==> config.mk <==
export PLATFORM = sky130hd
export DESIGN_NAME = ptc_back
export DESIGN_NICKNAME = d
export VERILOG_FILES = /design/src/design/ptc_pkg.sv /design/src/design/ptc_back.sv
export SDC_FILE = /design/constraint.sdc
export NUM_CORES = 2
export LEC_CHECK = 0
export ABC_AREA = 0
export ABC_CLOCK_PERIOD_IN_PS = 22200
export BUFFER_PORTS_ARGS = -buffer_cell sky130_fd_sc_hd__buf_2
export CAP_MARGIN = 40
export CORE_MARGIN = 2
export CORE_UTILIZATION = 25
export DETAILED_ROUTE_END_ITERATION = 6
export HOLD_SLACK_MARGIN = 0.12
export PLACE_DENSITY = 0.39
export SKIP_CTS_REPAIR_TIMING = 1
export SKIP_LAST_GASP = 1
export SLEW_MARGIN = 20
export SYNTH_ARGS = -nofsm -noshare
export SYNTH_HDL_FRONTEND = slang
export SYNTH_SLANG_ARGS = --single-unit
export TNS_END_PERCENT = 5
==> constraint.sdc <==
create_clock -name clock -period 22.2 [get_ports clock]
set_clock_uncertainty 0.2 [all_clocks]
set_input_delay 3.33 -clock clock [delete_from_list [all_inputs] [get_ports clock]]
set_output_delay 3.33 -clock clock [all_outputs]
set_load 0.1 [all_outputs]
==> src/design/ptc_pkg.sv <==
// Package for the pressure/temperature compensation block.
// Holds the word structs, register indexes and shared helpers; no dependencies.
`timescale 1ns / 1ps
package ptc_pkg;

   localparam int unsigned DivBits = 32;

   typedef enum logic [1:0] {
      CSR_TEMP_COEFFS   = 2'd0,
      CSR_PRESS_LOW     = 2'd1,
      CSR_PRESS_HIGH    = 2'd2,
      CSR_PRESS_NINE    = 2'd3
   } csr_index_type;

   typedef struct packed {
      logic [7:0] press_msb;
      logic [7:0] press_lsb;
      logic [7:0] press_xlsb;
      logic [7:0] temp_msb;
      logic [7:0] temp_lsb;
      logic [7:0] temp_xlsb;
   } req_word_type;

   typedef struct packed {
      logic signed [31:0] temperature_centideg;
      logic [31:0]        pressure_pa;
      logic               pressure_invalid;
   } rsp_word_type;

   typedef struct packed {
      logic [47:0] temp_coeffs;
      logic [63:0] press_low;
      logic [63:0] press_high;
      logic [15:0] press_nine;
   } coeff_type;

   // Divider front end hands this to the divider and carries it along.
   typedef struct packed {
      logic        valid;
      logic [31:0] dividend;
      logic [31:0] divisor;
      logic        post_double;
      logic        invalid;
      logic [31:0] temp;
   } div_ctl_type;

   function automatic logic [31:0] sx16(input logic [15:0] v);
      sx16 = {{16{v[15]}}, v};
   endfunction

   function automatic logic [31:0] asr(input logic [31:0] x, input int unsigned n);
      asr = 32'($signed(x) >>> n);
   endfunction

endpackage

==> src/design/ptc_back.sv <==
// Back pipeline: final pressure correction with p7..p9 and the result register.
// Depends on ptc_pkg.
`timescale 1ns / 1ps
module ptc_back (
   input  logic                 clock,
   input  logic                 reset,
   input  ptc_pkg::div_ctl_type in_ctl,
   input  logic [31:0]          quotient,
   input  ptc_pkg::coeff_type   coeffs,
   output logic                 out_valid,
   output ptc_pkg::rsp_word_type out_word
);

   logic [31:0] p7, p8, p9;
   assign p7 = ptc_pkg::sx16(coeffs.press_high[47:32]);
   assign p8 = ptc_pkg::sx16(coeffs.press_high[63:48]);
   assign p9 = ptc_pkg::sx16(coeffs.press_nine);

   // Stage 1: undo scaling, square term.
   logic [31:0] pd;
   assign pd = in_ctl.post_double ? (quotient << 1) : quotient;
   logic        v1_ff, inv1_ff;
   logic [31:0] p1_ff, t1_ff, sq1_ff;
   always_ff @(posedge clock) begin
      if (reset) v1_ff <= 1'b0;
      else v1_ff <= in_ctl.valid;
      inv1_ff <= in_ctl.invalid;
      t1_ff   <= in_ctl.temp;
      p1_ff   <= pd;
      sq1_ff  <= 32'((pd >> 3) * (pd >> 3));
   end

   // Stage 2: coefficient products.
   logic        v2_ff, inv2_ff;
   logic [31:0] p2_ff, t2_ff, a2_ff, b2_ff;
   always_ff @(posedge clock) begin
      if (reset) v2_ff <= 1'b0;
      else v2_ff <= v1_ff;
      inv2_ff <= inv1_ff;
      t2_ff   <= t1_ff;
      p2_ff   <= p1_ff;
      a2_ff   <= 32'(p9 * (sq1_ff >> 13));
      b2_ff   <= 32'((p1_ff >> 2) * p8);
   end

   // Stage 3: result register.
   logic        v3_ff;
   ptc_pkg::rsp_word_type w3_ff;
   logic [31:0] corr;
   assign corr = ptc_pkg::asr(ptc_pkg::asr(a2_ff, 12) + ptc_pkg::asr(b2_ff, 13) + p7, 4);
   always_ff @(posedge clock) begin
      if (reset) v3_ff <= 1'b0;
      else v3_ff <= v2_ff;
      w3_ff.temperature_centideg <= t2_ff;
      w3_ff.pressure_pa          <= inv2_ff ? 32'd0 : p2_ff + corr;
      w3_ff.pressure_invalid     <= inv2_ff;
   end

   assign out_valid = v3_ff;
   assign out_word  = w3_ff;

endmodule

Word-level counts from Yosys, hierarchy flattened
Cells that the tools add are included.

Register bits after elaboration: 294. Output and inout port bits: 66.

$add $sub $neg: 3. Multipliers: 3. Mux-type cells: 1.

Operator list (number): adder 32 bit (1); multiplier 16 x 20 -> 32 bit (1); multiplier 29 x 29 -> 32 bit (1); multiplier 31 x 16 -> 32 bit (1); 2-to-1 mux 32 bit (1); adder 21 x 16 -> 22 bit (1); adder 20 x 19 -> 21 bit (1).

Depth between registers and ports, before layout
Depth in word-level cells: 3. Depth in mapped cells: 33. Mapped depth without buffers: 30.

Least setup slack after synthesis
Ideal clock, no wire load.

Path type: in2reg. Start: input in_ctl[33] (netlist name). End: register sq1_ff[30]. Data arrival time: 10.826 ns. Slack: 11.057 ns. Stages on the path: 28. Buffers on the path: 4. Cells stage by stage: buf_2 buf_2 buf_1 mux2i_1 clkbuf_1 nor2_1 fa_1 fa_1 fa_1 inv_1 fa_1 inv_1 fa_1 fa_1 fa_1 inv_1 fa_1 inv_1 ha_1 a21oi_1 nand2_1 a221oi_1 o21ai_2 nand3_1 a211oi_1 or3_1 and2_1 xor2_1.

Longest elaborated chain between the ends: 2.

Ends and longest elaborated chain: start: declaration (RTL line ptc_back.sv:7) `input ptc_pkg::div_ctl_type in_ctl,`; 2-to-1 mux 32 bit (RTL line ptc_back.sv:21) `assign pd = in_ctl.post_double ? (quotient << 1) : quotient;`; multiplier 29 x 29 -> 32 bit (RTL line ptc_back.sv:30) `sq1_ff <= 32'((pd >> 3) * (pd >> 3));`; end signal: assignment (RTL line ptc_back.sv:30); end: declaration (RTL line ptc_back.sv:23) `logic [31:0] p1_ff, t1_ff, sq1_ff;`.

No other way between the ends. A chain may end at the register's enable or synchronous reset.

Worst setup path after layout
Start: input in_ctl[33] (netlist name). End: register sq1_ff[31].

Longest elaborated chain between the ends: 2.

Ends and longest elaborated chain: 2-to-1 mux 32 bit (RTL line ptc_back.sv:21); net pd[6] (RTL line ptc_back.sv:20) `logic [31:0] pd;`; multiplier 29 x 29 -> 32 bit (RTL line ptc_back.sv:30).

The timed path passes the listed nets, and every way through them passes these cells.

==> results by group <==
Status
  – Result of the run: complete, no violations

Detailed routing
  – Remaining DRCs: 0
  – Routed len/inst: ~18 µm
  – Number of antenna-violating nets in the routed design: 0
  – Routed wire length: about 120 mm
  – Count of routing violations after the opening detailed-route iteration: about 1300
  – Vias: 28186
  – Number of iterations in the first detailed-routing pass: 6
  – Mean number of vias per cell: 4.18

Placed design
  – Sum of net half-perimeters after detailed placement: between 90 and 100 mm
  – Count of placed standard cells including taps: ~6700
  – Count of buffers from port buffering: between 150 and 200
  – Placed standard-cell area: 45200 µm²
  – Final estimated routing congestion in global placement: 0.788

Critical path
  – CP endpoint kind: flip-flop
  – Kind of launch point of the worst setup path: input pin
  – Critical path data required time: approximately 22 ns
  – Reg2Reg Setup Slack: approximately 15 ns
  – CP startpoint: in_ctl[33]
  – End of the worst register-to-register path: b2_ff[24]
  – Critical setup path kind: input pin to flip-flop
  – Depth of the most critical reg-to-reg path: 22
  – Combined buffer and inverter count along the critical path: 9
  – Cell family with the largest share of critical-path delay: adder cells
  – Most frequent cell on the critical path: sky130_fd_sc_hd__fa_1
  – Data arrival time of the critical path: 12.00 ns
  – Crit path max-delay cell type: sky130_fd_sc_hd__clkinv_1
  – Worst stage delay on the critical path: between 0.6 and 0.7 ns
  – Source of the worst register-to-register timing path: p1_ff[13]
  – Worst-path maximum fanout: 33

CTS
  – Clock tree from TritonCTS: done
  – Clock sink total: 256
  – Number of H-tree levels: 1
  – Clock latency of the later-clocked register in the worst-skew pair: 0.59 ns
  – Clock-pin slew on the worst setup and hold paths: roughly 0.070 ns
  – CTS root buf: sky130_fd_sc_hd__clkbuf_16
  – Num CTS Buffers: 28
  – Deepest clock path buffer count: 3

Die
  – Die X: about 410 µm
  – Number of rows in the core area: 149
  – Initial cell density of the core: 25.2%
  – Die H: approximately 400 µm
  – I/O pins: 391
  – Total core area: 165000 µm²
  – Full die area: 169000 µm²

Layout
  – Nets@finish: just over 6000
  – Final standard cell area without fillers: 46200 µm²
  – Utilization after layout: 28.0%
  – Fraction of final layout cells sized beyond drive strength 1: between 7 and 8%
  – Layout overhead on the synthesized area: 11.4%
  – Post-layout instance count excluding filler cells: just under 7000
  – Layout filler cell count: 17816

Hold path
  – Number of cells on the worst hold path: 0
  – Worst hold path startpoint: p1_ff[0]
  – WHS Endpoint: p2_ff[0]
  – Class of the most critical hold timing path: flip-flop to flip-flop

Logic synthesis
  – Yosys Warn Count: 0
  – Cell taking the most area after synthesis: sky130_fd_sc_hd__fa_1
  – Number of unique standard cell types used by synthesis: 71
  – Number of flops mapped to enable cells by yosys: 0
  – Register area share after synthesis: 12.4%
  – Number of nets produced by synthesis: 5995
  – Share of synthesized flip-flops with an asynchronous set or reset: 0%
  – Largest cells by area after synthesis: sky130_fd_sc_hd__fa_1 (45%), sky130_fd_sc_hd__dfxtp_1 (12%), sky130_fd_sc_hd__ha_1 (11%), sky130_fd_sc_hd__inv_1 (10%), sky130_fd_sc_hd__nand2_1 (4.6%)
  – Mean area per synthesized cell: about 9.5 µm²
  – Number of cells produced by synthesis: 4388
  – Synth Register Bits: between 200 and 300
  – Synth Cell Area: around 41000 µm²
  – Most used DFF post-synth: sky130_fd_sc_hd__dfxtp_1
  – Proportion of netlist area held by the largest area contributor: 44.5%

Global routing
  – Aggregate global-route resource usage: 14.9%
  – Initial antenna violation count: 9
  – Wire length of the first global-routing pass: 191 mm
  – Congestion Overflow GR: 0
  – Via count of the first global-routing pass: 31550
  – Maximum number of pins on one net before global-route repair: 34

STA
  – Total Neg Setup Slack: 0 ns
  – Transition time of the tightest slew-check pin: 0.823 ns
  – Finish-stage setup viols: 0
  – Unrepaired setup endpoints after global routing: no
  – Pins Over Slew Limit: 0
  – Max-Slew Margin vs Limit: 43.6%
  – Final hold vios: 0
  – Fin crit period: 11.75 ns
  – FMAX: 85.1 MHz
  – Crit share post-route: between 50% and 60%

Flow run
  – Maximum Capacitance Violations: 0
[cells in the mapped netlist, types with 10 or more instances]
library cell,instances
sky130_fd_sc_hd__ha_1,360
sky130_fd_sc_hd__fa_1,922
sky130_fd_sc_hd__xor2_1,36
sky130_fd_sc_hd__a21o_1,35
sky130_fd_sc_hd__xnor2_1,90
sky130_fd_sc_hd__and2_1,302
sky130_fd_sc_hd__o21a_1,27
sky130_fd_sc_hd__dfxtp_1,256
sky130_fd_sc_hd__nand3_1,26
sky130_fd_sc_hd__clkbuf_1,131
sky130_fd_sc_hd__o211ai_1,10
sky130_fd_sc_hd__nand2_1,511
sky130_fd_sc_hd__nand2b_1,34
sky130_fd_sc_hd__nor3_1,34
sky130_fd_sc_hd__mux2i_1,30
sky130_fd_sc_hd__o21ai_0,32
sky130_fd_sc_hd__nor2_1,238
sky130_fd_sc_hd__a21oi_1,59
sky130_fd_sc_hd__nor2b_1,16
sky130_fd_sc_hd__inv_1,1103
sky130_fd_sc_hd__a211oi_1,14
[per-stage QoR]
step / hold WS [ns] / setup WS [ns]
after CTS: 0.119 / 10.42
final: 0.119 / 10.45
after floorplan: 0.110 / 11.06
after global routing: 0.122 / 9.94
after detailed placement: 0.112 / 9.77
after global placement: 0.110 / 9.51
[metal layers]
layer / track usage (%) / wire [µm] / vias to the layer above
met5: 0 / 20 / -
met4: 2.00 / 1810 / 2
met3: 1.45 / 4170 / 88
met2: 24.6 / 56300 / 459
met1: 21.4 / 60500 / 14507
li1: - / - / 13130
[how the worst max path moves through the flow]
stage / depth (start not counted) / end / slack, ns
final: 29 / sq1_ff[31] / 10.45
after global routing: 29 / sq1_ff[31] / 9.94
after CTS: 29 / sq1_ff[31] / 10.42
after detailed placement: 29 / sq1_ff[31] / 9.77
after global placement: 28 / sq1_ff[31] / 9.51
after floorplan: 28 / sq1_ff[30] / 11.06
[sequential cells by signal (all words and copies together) (netlist names), 19 cells and up]
| signal | flops |
|---|---|
| t1_ff | 32 |
| t2_ff | 32 |
| p1_ff | 31 |
| b2_ff | 19 |
| sq1_ff | 20 |
| p2_ff | 32 |
| out_word | 65 |
| a2_ff | 20 |
[area by class of cell]
type	count	area (µm²)	area share, %
clock buffers	33	729	1.58
inverters	1112	4170	9.04
multi-input cells	2884	31700	68.6
clock inverters	18	240	0.520
diodes	4	10.0	0.0217
well taps	2189	2740	5.93
repair buffers	250	1510	3.26
flip-flops and latches	256	5130	11.1
[logic make-up (layout without fill, tap and decap cells)]
kind of cell	Yosys count	count (layout)	synth area share, %
compound gates	238	238	3.95
xor+xnor	126	126	2.66
fa+ha+maj	1282	1282	55.4
buf+inv	1248	1413	11.3
flops	256	256	12.4
mux	35	35	0.860
other cells	0	4	0
simple gates	1203	1203	13.5
[layout by cell type, fill, tap and decap left out, types with 4 or more instances in the layout]
master	count
sky130_fd_sc_hd__a211oi_1	14
sky130_fd_sc_hd__a21boi_0	5
sky130_fd_sc_hd__a21o_1	35
sky130_fd_sc_hd__a21oi_1	59
sky130_fd_sc_hd__a31oi_1	4
sky130_fd_sc_hd__and2_1	302
sky130_fd_sc_hd__and3_1	7
sky130_fd_sc_hd__buf_2	185
sky130_fd_sc_hd__buf_4	54
sky130_fd_sc_hd__buf_8	7
sky130_fd_sc_hd__bufinv_16	4
sky130_fd_sc_hd__clkbuf_1	4
sky130_fd_sc_hd__clkbuf_16	28
sky130_fd_sc_hd__clkinv_1	9
sky130_fd_sc_hd__clkinv_2	6
sky130_fd_sc_hd__dfxtp_1	255
sky130_fd_sc_hd__diode_2	4
sky130_fd_sc_hd__fa_1	922
sky130_fd_sc_hd__ha_1	360
sky130_fd_sc_hd__inv_1	1103
sky130_fd_sc_hd__mux2_2	4
sky130_fd_sc_hd__mux2i_1	27
sky130_fd_sc_hd__nand2_1	511
sky130_fd_sc_hd__nand2b_1	34
sky130_fd_sc_hd__nand3_1	26
sky130_fd_sc_hd__nand4_1	7
sky130_fd_sc_hd__nor2_1	238
sky130_fd_sc_hd__nor2b_1	16
sky130_fd_sc_hd__nor3_1	34
sky130_fd_sc_hd__o211ai_1	10
sky130_fd_sc_hd__o21a_1	27
sky130_fd_sc_hd__o21ai_0	32
sky130_fd_sc_hd__o21bai_1	9
sky130_fd_sc_hd__or3_1	9
sky130_fd_sc_hd__xnor2_1	90
sky130_fd_sc_hd__xor2_1	36
[worst reg2reg max path: cells and delay by family (launching register included)]
family          cells  cell delay, ns
flops               1            0.52
xor+xnor            1            0.44
compound gates      4            1.03
simple gates        4            0.92
fa+ha+maj           7            3.39
buf+inv             6            0.61
Power is left out: the tool's default activity adds up to more than one toggle a clock period on the data nets, which glitch-free logic cannot reach.
